`config.mk`:
```
export PLATFORM = sky130hd
export DESIGN_NAME = work_stealing_task_scheduler_unit
export DESIGN_NICKNAME = d
export VERILOG_FILES = /design/src/design/wsts_pkg.sv /design/src/design/work_stealing_task_scheduler_unit.sv /design/src/design/wsts_scan.sv
export SDC_FILE = /design/constraint.sdc
export NUM_CORES = 2
export LEC_CHECK = 0
export ABC_AREA = 0
export BUFFER_PORTS_ARGS = -buffer_cell sky130_fd_sc_hd__buf_4
export CORE_AREA = 2 2 356 429
export CTS_BUF_LIST = sky130_fd_sc_hd__clkbuf_8
export DETAILED_ROUTE_END_ITERATION = 10
export DIE_AREA = 0 0 358 431
export PLACE_DENSITY = 0.76
export SLEW_MARGIN = 10
export SYNTH_ARGS = -nofsm -noshare
export SYNTH_HDL_FRONTEND = slang
export SYNTH_SLANG_ARGS = --single-unit
```
`constraint.sdc`:
```
create_clock -name i_clk -period 7 [get_ports i_clk]
set_clock_uncertainty 0.15 [all_clocks]
set_input_delay 1.75 -clock i_clk [delete_from_list [all_inputs] [get_ports i_clk]]
set_output_delay 1.75 -clock i_clk [all_outputs]
set_load 0.03 [all_outputs]
```
`src/design/wsts_pkg.sv`:
```
// ----------------------------------------------------------------------------
// wsts_pkg: shared types and constants for the work stealing task scheduler
// Command and status codes, sizing constants, datapath widths.
// ----------------------------------------------------------------------------
package wsts_pkg;
    localparam int NUM_CORES   = 8;
    localparam int QUEUE_DEPTH = 8;
    localparam int CW = $clog2(NUM_CORES);       // core index width
    localparam int QW = $clog2(QUEUE_DEPTH);     // slot index width
    localparam int LW = $clog2(QUEUE_DEPTH + 1); // length width
    localparam int NW = $clog2(NUM_CORES + 1);   // active count width
    localparam int AW = CW + QW;
    localparam int TW = 31;

    localparam logic [2:0] CMD_SPAWN = 3'd0;
    localparam logic [2:0] CMD_RUN   = 3'd1;
    localparam logic [2:0] CMD_SLEEP = 3'd2;
    localparam logic [2:0] CMD_SHUT  = 3'd3;
    localparam logic [2:0] CMD_SIZE  = 3'd4;

    localparam logic [2:0] ST_ASSIGNED = 3'd0;
    localparam logic [2:0] ST_FAIL     = 3'd1;
    localparam logic [2:0] ST_RUNNING  = 3'd2;
    localparam logic [2:0] ST_NONE     = 3'd3;
    localparam logic [2:0] ST_MOVED    = 3'd4;
    localparam logic [2:0] ST_DELETED  = 3'd5;
    localparam logic [2:0] ST_SIZE     = 3'd6;
    localparam logic [2:0] ST_FULL     = 3'd7;

    // scan request to the shared compare unit
    typedef struct packed {
        logic          start;
        logic          find_max;
        logic          use_skip;
        logic [CW-1:0] skip;
    } t_scan_req;

    typedef struct packed {
        logic          done;
        logic          found;
        logic [CW-1:0] best;
    } t_scan_rsp;
endpackage

```
`src/design/work_stealing_task_scheduler_unit.sv`:
```
// ----------------------------------------------------------------------------
// work_stealing_task_scheduler_unit: per-core task deques with load balancing
//
// Commands enter on the s_axis group: tdata holds cmd, core_id, task_id.
// Results leave on m_axis: tdata holds status, core_index, task_value,
// task_count; tlast marks the final result of a command.
// core_count is written through the APB port at address 0.
// One command at a time: s_axis_tready is low until the sequencer is back
// in idle and its last result has been taken. Each least/most loaded search
// runs on one shared compare unit stepping one core per cycle. A run that
// finds or leaves its core empty may be followed by a steal before the next
// item is accepted. Sleep gives a result for each task it moves, shutdown
// one for each task it deletes. A result waits in the output register while
// the receiver stalls; the sequencer holds. Reset empties all queues and
// sets core_count to 0; task storage itself is not cleared.
// ----------------------------------------------------------------------------
module work_stealing_task_scheduler_unit import wsts_pkg::*; (
    input  logic        i_clk,
    input  logic        i_rst_n,
    input  logic        s_axis_tvalid,
    output logic        s_axis_tready,
    input  logic [39:0] s_axis_tdata,   // cmd[2:0] core_id[6:3] task_id[37:7]
    output logic        m_axis_tvalid,
    input  logic        m_axis_tready,
    output logic [47:0] m_axis_tdata,   // status[2:0] core_index[5:3] task_value[36:6] task_count[40:37]
    output logic        m_axis_tlast,
    input  logic        psel,
    input  logic        penable,
    input  logic        pwrite,
    input  logic [1:0]  paddr,
    input  logic [31:0] pwdata,
    output logic [31:0] prdata,
    output logic        pready
);
    typedef enum logic [10:0] {
        S_IDLE  = 11'b00000000001,
        S_DEC   = 11'b00000000010,
        S_SCAN  = 11'b00000000100,
        S_SPAWN = 11'b00000001000,
        S_RUNRD = 11'b00000010000,
        S_STEAL = 11'b00000100000,
        S_STRD  = 11'b00001000000,
        S_SLRD  = 11'b00010000000,
        S_SHRD  = 11'b00100000000,
        S_EMIT  = 11'b01000000000,
        S_WR    = 11'b10000000000
    } t_state;

    t_state r_st, n_st;
    logic [3:0] r_cfg, n_cfg;
    logic [NUM_CORES-1:0][QW-1:0] r_head, n_head;
    logic [NUM_CORES-1:0][LW-1:0] r_len, n_len;
    logic [TW-1:0] r_mem [NUM_CORES*QUEUE_DEPTH];
    logic [TW-1:0] r_rd;
    logic [2:0]  r_cmd, n_cmd;
    logic [3:0]  r_cid, n_cid;
    logic [TW-1:0] r_tid, n_tid;
    logic [NW-1:0] r_sc, n_sc;      // shutdown core
    logic [CW-1:0] r_tgt, n_tgt;
    logic [2:0]  r_ost, n_ost;
    logic [CW-1:0] r_oci, n_oci;
    logic [TW-1:0] r_oval, n_oval;
    logic [LW-1:0] r_ocnt, n_ocnt;
    logic        r_olast, n_olast;
    logic        r_ov, n_ov;
    logic        r_any, n_any;
    logic        r_scan_ph, n_scan_ph;   // read phase: 0 address, 1 data valid
    logic [AW-1:0] r_ra, n_ra;
    logic        r_req_start, n_req_start;
    logic        r_req_max, n_req_max;
    logic        r_req_use, n_req_use;
    logic        w_wr_en;
    logic [AW-1:0] w_wa;
    logic [TW-1:0] w_wd;
    t_scan_req w_req;
    t_scan_rsp w_rsp;
    logic [NW-1:0] w_act;
    logic [CW-1:0] w_c;
    logic [CW-1:0] w_sc;
    logic [CW-1:0] w_best;
    logic w_valid;
    logic w_later;
    logic w_last_del;

    assign w_act = (r_cfg > 4'(NUM_CORES)) ? NW'(NUM_CORES) : NW'(r_cfg);
    assign w_c = r_cid[CW-1:0];
    assign w_sc = r_sc[CW-1:0];
    assign w_best = w_rsp.best;
    assign w_valid = ({1'b0, r_cid} < 5'(w_act));
    assign w_req = '{start: r_req_start, find_max: r_req_max, use_skip: r_req_use, skip: w_c};

    wsts_scan u_scan (.i_clk(i_clk), .i_rst_n(i_rst_n), .i_req(w_req),
                      .i_active(w_act), .i_len(r_len), .o_rsp(w_rsp));

    function automatic logic [AW-1:0] f_slot(logic [CW-1:0] c, logic [QW-1:0] h,
                                             logic [LW-1:0] k);
        logic [QW-1:0] s;
        s = h + k[QW-1:0];
        return {c, s};
    endfunction

    assign pready = 1'b1;
    assign prdata = {28'd0, r_cfg};
    assign s_axis_tready = (r_st == S_IDLE) && !r_ov;
    assign m_axis_tvalid = r_ov;
    assign m_axis_tlast  = r_olast;
    assign m_axis_tdata  = {7'd0, r_ocnt, r_oval, r_oci, r_ost};

    // last deleted task: this core's last and no later active core has tasks
    always_comb begin
        w_later = 1'b0;
        for (int i = 0; i < NUM_CORES; i++)
            if (NW'(i) > r_sc && NW'(i) < w_act && r_len[i] != '0) w_later = 1'b1;
    end
    assign w_last_del = (r_len[w_sc] == LW'(1)) && !w_later;

    always_ff @(posedge i_clk) begin
        if (w_wr_en) r_mem[w_wa] <= w_wd;
        r_rd <= r_mem[r_ra];
    end

    always_comb begin
        n_st = r_st; n_cfg = r_cfg; n_head = r_head; n_len = r_len;
        n_cmd = r_cmd; n_cid = r_cid; n_tid = r_tid; n_sc = r_sc; n_tgt = r_tgt;
        n_ost = r_ost; n_oci = r_oci; n_oval = r_oval; n_ocnt = r_ocnt;
        n_olast = r_olast;
        n_ov = r_ov && !m_axis_tready;
        n_any = r_any; n_scan_ph = r_scan_ph; n_ra = r_ra;
        n_req_start = 1'b0; n_req_max = r_req_max; n_req_use = r_req_use;
        w_wr_en = 1'b0; w_wa = '0; w_wd = '0;
        if (psel && penable && pwrite && paddr == 2'd0) n_cfg = pwdata[3:0];
        case (r_st)
            S_IDLE: begin
                if (s_axis_tvalid && s_axis_tready) begin
                    n_cmd = s_axis_tdata[2:0]; n_cid = s_axis_tdata[6:3];
                    n_tid = s_axis_tdata[37:7]; n_sc = '0; n_any = 1'b0;
                    n_scan_ph = 1'b0; n_st = S_DEC;
                end
            end
            S_DEC: begin
                n_ost = ST_FAIL; n_oci = '0; n_oval = '0; n_ocnt = '0; n_olast = 1'b1;
                case (r_cmd)
                    CMD_SPAWN: begin
                        if (r_tid == '0 || w_act == '0) n_st = S_EMIT;
                        else begin
                            n_req_max = 1'b0; n_req_use = 1'b0; n_req_start = 1'b1;
                            n_st = S_SCAN;
                        end
                    end
                    CMD_RUN: begin
                        if (!w_valid) n_st = S_EMIT;
                        else if (r_len[w_c] == '0) begin
                            n_ost = ST_NONE; n_oci = w_c; n_st = S_STEAL;
                        end else begin
                            n_ra = f_slot(w_c, r_head[w_c], '0); n_st = S_RUNRD;
                        end
                    end
                    CMD_SLEEP: begin
                        if (!w_valid || w_act < NW'(2)) n_st = S_EMIT;
                        else if (r_len[w_c] == '0) begin
                            n_ost = ST_NONE; n_oci = w_c; n_st = S_EMIT;
                        end else begin
                            n_req_max = 1'b0; n_req_use = 1'b1; n_req_start = 1'b1;
                            n_st = S_SCAN;
                        end
                    end
                    CMD_SHUT: begin
                        n_st = S_SHRD;
                    end
                    CMD_SIZE: begin
                        if (w_valid) begin
                            n_ost = ST_SIZE; n_oci = w_c; n_ocnt = r_len[w_c];
                        end
                        n_st = S_EMIT;
                    end
                    default: n_st = S_EMIT;
                endcase
            end
            S_SCAN: begin
                if (w_rsp.done) begin
                    n_tgt = w_best;
                    n_scan_ph = 1'b0;
                    case (r_cmd)
                        CMD_SPAWN: begin
                            n_oci = w_best; n_oval = r_tid; n_olast = 1'b1;
                            n_st = S_EMIT;
                            if (r_len[w_best] >= LW'(QUEUE_DEPTH)) n_ost = ST_FULL;
                            else begin
                                n_ost = ST_ASSIGNED;
                                w_wr_en = 1'b1; w_wd = r_tid;
                                w_wa = f_slot(w_best, r_head[w_best], r_len[w_best]);
                                n_len[w_best] = r_len[w_best] + 1'b1;
                            end
                        end
                        CMD_RUN: begin
                            if (w_rsp.found && r_len[w_best] != '0) begin
                                n_ra = f_slot(w_best, r_head[w_best],
                                              r_len[w_best] - 1'b1);
                                n_len[w_best] = r_len[w_best] - 1'b1;
                                n_st = S_STRD;
                            end else n_st = S_IDLE;
                        end
                        default: begin
                            n_ra = f_slot(w_c, r_head[w_c], r_len[w_c] - 1'b1);
                            n_st = S_SLRD;
                        end
                    endcase
                end
            end
            S_RUNRD: begin
                n_st = S_WR;
            end
            S_WR: begin
                if (r_cmd == CMD_RUN) begin
                    n_ost = ST_RUNNING; n_oci = w_c; n_oval = r_rd;
                    n_head[w_c] = r_head[w_c] + 1'b1;
                    n_len[w_c] = r_len[w_c] - 1'b1;
                    n_olast = 1'b1;
                    n_st = S_STEAL;
                end else n_st = S_SHRD;
            end
            S_STEAL: begin
                if (!r_ov || m_axis_tready) begin
                    n_ov = 1'b1;
                    if (r_len[w_c] == '0 && w_act >= NW'(2)) begin
                        n_req_max = 1'b1; n_req_use = 1'b1; n_req_start = 1'b1;
                        n_st = S_SCAN;
                    end else n_st = S_IDLE;
                end
            end
            S_STRD: begin
                if (r_scan_ph) begin
                    w_wr_en = 1'b1; w_wd = r_rd;
                    w_wa = f_slot(w_c, r_head[w_c], r_len[w_c]);
                    n_len[w_c] = r_len[w_c] + 1'b1;
                    n_scan_ph = 1'b0; n_st = S_IDLE;
                end else n_scan_ph = 1'b1;
            end
            S_SLRD: begin
                if (!r_scan_ph) n_scan_ph = 1'b1;
                else if (!r_ov || m_axis_tready) begin
                    n_ov = 1'b1; n_oci = r_tgt; n_oval = r_rd; n_scan_ph = 1'b0;
                    if (r_len[r_tgt] >= LW'(QUEUE_DEPTH)) begin
                        n_ost = ST_FULL; n_olast = 1'b1; n_st = S_IDLE;
                    end else begin
                        n_ost = ST_MOVED;
                        n_olast = (r_len[w_c] == LW'(1));
                        n_len[w_c] = r_len[w_c] - 1'b1;
                        w_wr_en = 1'b1; w_wd = r_rd;
                        w_wa = f_slot(r_tgt, r_head[r_tgt], r_len[r_tgt]);
                        n_len[r_tgt] = r_len[r_tgt] + 1'b1;
                        if (r_len[w_c] == LW'(1)) n_st = S_IDLE;
                        else begin
                            n_req_max = 1'b0; n_req_use = 1'b1; n_req_start = 1'b1;
                            n_st = S_SCAN;
                        end
                    end
                end
            end
            S_SHRD: begin
                if (r_sc >= w_act) begin
                    if (!r_any) begin
                        n_ost = ST_NONE; n_oci = '0; n_oval = '0; n_ocnt = '0;
                        n_olast = 1'b1; n_st = S_EMIT;
                    end else n_st = S_IDLE;
                end else if (!r_scan_ph) begin
                    if (r_len[w_sc] == '0) n_sc = r_sc + 1'b1;
                    else begin
                        n_ra = f_slot(w_sc, r_head[w_sc], '0);
                        n_scan_ph = 1'b1; n_st = S_WR;
                    end
                end else if (!r_ov || m_axis_tready) begin
                    n_ov = 1'b1; n_ost = ST_DELETED; n_oci = w_sc; n_oval = r_rd;
                    n_ocnt = '0; n_any = 1'b1; n_scan_ph = 1'b0;
                    n_head[w_sc] = r_head[w_sc] + 1'b1;
                    n_len[w_sc] = r_len[w_sc] - 1'b1;
                    n_olast = w_last_del;
                end
            end
            S_EMIT: begin
                if (!r_ov || m_axis_tready) begin
                    n_ov = 1'b1; n_st = S_IDLE;
                end
            end
            default: n_st = S_IDLE;
        endcase
    end

    always_ff @(posedge i_clk) begin
        if (!i_rst_n) begin
            r_st <= S_IDLE; r_cfg <= '0; r_head <= '0; r_len <= '0; r_ov <= 1'b0;
            r_scan_ph <= 1'b0; r_req_start <= 1'b0;
        end else begin
            r_st <= n_st; r_cfg <= n_cfg; r_head <= n_head; r_len <= n_len; r_ov <= n_ov;
            r_scan_ph <= n_scan_ph; r_req_start <= n_req_start;
        end
        r_cmd <= n_cmd; r_cid <= n_cid; r_tid <= n_tid; r_sc <= n_sc; r_tgt <= n_tgt;
        r_ost <= n_ost; r_oci <= n_oci; r_oval <= n_oval; r_ocnt <= n_ocnt;
        r_olast <= n_olast; r_any <= n_any; r_ra <= n_ra;
        r_req_max <= n_req_max; r_req_use <= n_req_use;
    end

    assert property (@(posedge i_clk) disable iff (!i_rst_n)
        (r_ov && !m_axis_tready) |=> (m_axis_tvalid && $stable(m_axis_tdata)))
        else $error("result changed while stalled");
    assert property (@(posedge i_clk) disable iff (!i_rst_n)
        (m_axis_tvalid && !m_axis_tready) |=> $stable(m_axis_tlast))
        else $error("last flag changed while stalled");
    assert property (@(posedge i_clk) disable iff (!i_rst_n)
        s_axis_tready |-> !m_axis_tvalid)
        else $error("ready while a result is pending");
    assert property (@(posedge i_clk) disable iff (!i_rst_n)
        (s_axis_tvalid && s_axis_tready) |=> !s_axis_tready)
        else $error("accepted while busy");
endmodule

```
`src/design/wsts_scan.sv`:
```
// ----------------------------------------------------------------------------
// wsts_scan: shared min/max compare unit
// Walks the core lengths one per cycle and keeps the least or most loaded.
// ----------------------------------------------------------------------------
module wsts_scan import wsts_pkg::*; (
    input  logic                    i_clk,
    input  logic                    i_rst_n,
    input  t_scan_req               i_req,
    input  logic [NW-1:0]           i_active,
    input  logic [NUM_CORES-1:0][LW-1:0] i_len,
    output t_scan_rsp               o_rsp
);
    logic          r_busy, n_busy;
    logic [NW-1:0] r_idx, n_idx;
    logic          r_found, n_found;
    logic [CW-1:0] r_best, n_best;
    logic          r_done, n_done;
    logic          r_max, r_use;
    logic [CW-1:0] r_skip;
    logic [LW-1:0] w_cur, w_bl;
    logic          w_better;

    always_comb begin
        w_cur = i_len[r_idx[CW-1:0]];
        w_bl  = i_len[r_best];
        w_better = r_max ? (w_cur > w_bl) : (w_cur < w_bl);
        n_busy = r_busy; n_idx = r_idx; n_found = r_found; n_best = r_best;
        n_done = 1'b0;
        if (i_req.start) begin
            n_busy = 1'b1; n_idx = '0; n_found = 1'b0; n_best = '0;
        end else if (r_busy) begin
            if (r_idx >= i_active) begin
                n_busy = 1'b0; n_done = 1'b1;
            end else begin
                if (!(r_use && r_idx[CW-1:0] == r_skip) && (!r_found || w_better)) begin
                    n_found = 1'b1; n_best = r_idx[CW-1:0];
                end
                n_idx = r_idx + 1'b1;
            end
        end
    end

    always_ff @(posedge i_clk) begin
        if (!i_rst_n) begin
            r_busy <= 1'b0; r_done <= 1'b0;
        end else begin
            r_busy <= n_busy; r_done <= n_done;
        end
        r_idx <= n_idx; r_found <= n_found; r_best <= n_best;
        if (i_req.start) begin
            r_max <= i_req.find_max; r_use <= i_req.use_skip; r_skip <= i_req.skip;
        end
    end

    assign o_rsp = '{done: r_done, found: r_found, best: r_best};
endmodule

```
==> results.yml <==
drt:
  post-route-drc-count: 0
  ant_nets: 0
  wl_per_cell_um: 33.2
  drt_pre_antenna_iters: 8
  wl_um: 233000
  drt-initial-drc-count: 6167
  num_vias: 48000
  routed_via_density: 6.84
synthesis:
  yosysTopAreaCell: "edfxtp_1"
  yosys-top-cells-area: "edfxtp_1 70%, mux4_2 17%, dfxtp_1 2.5%, nor2_1 0.87%, clkbuf_1 0.72%"
  avgSynthCellArea_um2: 20.2
  synth_top_area_frac: 0.699
  synth_enable_flop_cells: 2085
  ys_types: 95
  yosysWarnings: 0
  async_flop_share: 0
  synthesis.area_mm2: 0.0895
  synthFlopType: "edfxtp_1"
  ys_seq_area_frac: 0.725
  synthCells: 4426
  ys_seq_elements: 2199
die:
  dieWidth_um: 358
  coreArea_mm2: 0.150
  placementRows: 156
  start_util: 0.597
  die_area_mm2: 0.154
  die_h_um: 431
  io_pins: 165
timing:
  fin_crit_sh: 0.813
  setup_viol: 0
  rsz0062_at_grt: "false"
  fin_crit_ps: 5690
  setup_ws_ps: 1310
  fin_tns_setup_ps: 0
  finalHoldViolCount: 0
  worstMarginPinSlew_ps: 1250
  fmax_mhz: 176
  whs_ps: 270
  slew_headroom: 0.156
  final-max-slew-violation-count: 0
cts:
  clock_path_buffers: 4
  ctsHoldBuffers: 0
  ctsResizeCount: 0
  htreeDepth: 5
  insertion_delay_ps: 1060
  root_buffer: "clkbuf_8"
  cts.clk_slew.worst_paths_ps: 70
  cts_tree: "done"
  cts_buffers: 341
  cts.sinks: 2199
  cts_setup_buffers: 0
setup_path:
  crit_chain: "buf_4, nand2b_1, o21ai_0, a2111oi_2, inv_1, ha_1, fa_1, xor3_1, and2_1, a221o_1, nand2_1, nor2_4, buf_4"
  crit_end: "r_mem[53][16]"
  critPathTopFamily: "simple AND/OR/NAND/NOR gates"
  max_stage_delay_ps: 760
  reg2reg_to: "r_mem[53][16]"
  worst_path_max_delay_cell: "a2111oi_2"
  critPathMaxFanout: 31
  crit_start: "r_cid[1]"
  reg2reg_depth: 13
  cp-end-kind: "flip-flop"
  arrival_ps: 6150
  r2r_slack_ps: 1310
  crit_cells: 13
  critPathKind: "flip-flop to flip-flop"
  crit_buf_inv: 3
  cp-start-kind: "flip-flop"
  timing.rr.start: "r_cid[1]"
  required_ps: 7460
  crit_top_cell: "buf_4"
global_route:
  grt_max_degree: 149
  grt_pass1_vias: 48300
  grt_util_met2: 0.481
  grt_antenna_before_repair: 16
  grt_overflow: 0
  grt_util_met1: 0.413
  grt_use_total: 0.305
  use_met3: 0.0696
  grt_pass1_wl_um: 334000
  busiest_layer: "met2"
power:
  cellLeakagePower_nw: 26.7
  swShare: 0.214
  p_per_area_mw_per_mm2: 250
  power.switching_mw: 5.37
  intPower_mw: 19.7
  ir_worst_vdd_v: 0.000227
  finalPower_mw: 25.1
  p_comb_frac: 0.024
  clkPwrFrac: 0.403
  p_seq_frac: 0.573
finish:
  final_cells: 7021
  layout_commonest_cell: "edfxtp_1"
  mostFrequentLayoutCells: "2,085 x edfxtp_1, 683 x mux4_2, 358 x clkbuf_8, 226 x buf_4, 155 x inv_1"
  fillers: 9350
  fin_util: 0.670
  nNetsFinal: 4913
  syn_to_final_growth_pct: 12.2
  design_area_mm2: 0.100
  final_layout_size_suffix_gt1_frac: 0.299
place:
  place_ws_ps: 1390
  gp_congestion: 0.976
  hpwl_um: 143000
  placed_area_mm2: 0.0940
  dpl.cell_count: 6424
  port_buffers: 98
hold_path:
  hp-class: "flip-flop to flip-flop"
  worst_hold_startpoint: "r_req_use"
run_status:
  status: "completed"
job:
  cap_violations: 0
sequential cells by signal, indices dropped and copies added, names as in the netlist, 6 cells and up:
signal  count
r_head     24
r_tid      31
r_st       10
r_rd       31
r_ra        6
r_mem    1984
r_oval     31
r_len      32
per-layer routing:
layer | routed length (µm) | up-vias
met5 | 64 | -
met4 | 10900 | 8
met3 | 24700 | 585
met2 | 113000 | 3096
met1 | 84100 | 25000
li1 | - | 19400
power by group through the flow:
stage | clock, mW | sequential (mW) | combinational [mW]
finish | 10.1 | 14.4 | 0.600
CTS | 10.2 | 14.4 | 0.583
floorplan | 0 | 14.6 | 0.334
detailed placement | 0 | 14.6 | 0.580
global route | 10.8 | 14.4 | 0.620
global placement | 0 | 14.6 | 0.577
worst register-to-register path: stages (launching register included):
cell and delay (ps):
edfxtp_1 690, buf_4 350, nand2b_1 190, o21ai_0 140, a2111oi_2 760, inv_1 270, ha_1 300, fa_1 390
xor3_1 380, and2_1 170, a221o_1 200, nand2_1 540, nor2_4 270, buf_4 460
cells by family after synthesis:
kind of cell / after synthesis / share of synthesized area
XOR/XNOR: 40 / 0.00408
AND/OR/NAND/NOR: 598 / 0.0319
buffers and inverters: 347 / 0.0166
adder cells (fa/ha/maj): 39 / 0.00587
other: 2 / 0.0000839
multiplexers: 743 / 0.179
flip-flops: 2199 / 0.725
AO/OA/AOI/OAI: 458 / 0.0373
layout make-up:
class                      instances  area, µm²  area share
inverter                          66        248     0.00247
clock inverter                   233       1350      0.0134
timing repair buffer             271       2600      0.0259
sequential                      2199      64900       0.646
clock buffer                     358       4930      0.0491
antenna                            5       12.5    0.000125
tap                             1975       2470      0.0246
multi-input combinational       1914      23900       0.238
worst min-delay path by stage:
stage | slack, ps | cells past startpoint | endpoint
floorplan | 250 | 0 | u_scan.r_max
global placement | 260 | 0 | u_scan.r_use
detailed placement | 260 | 0 | u_scan.r_use
CTS | 270 | 0 | u_scan.r_use
global route | 290 | 0 | u_scan.r_max
finish | 270 | 0 | u_scan.r_use
cells in the mapped netlist (all sizes together) (36+ instances only):
| cell type | count |
|---|---|
| edfxtp | 2085 |
| mux4 | 684 |
| nor2 | 207 |
| clkbuf | 172 |
| nand2 | 150 |
| dfxtp | 114 |
| buf | 109 |
| a21oi | 88 |
| o21ai | 72 |
| inv | 65 |
| nand3 | 53 |
| mux2i | 51 |
| a22o | 38 |
| nor3 | 37 |
| o22ai | 36 |
Power figures use the tool's default switching activity.
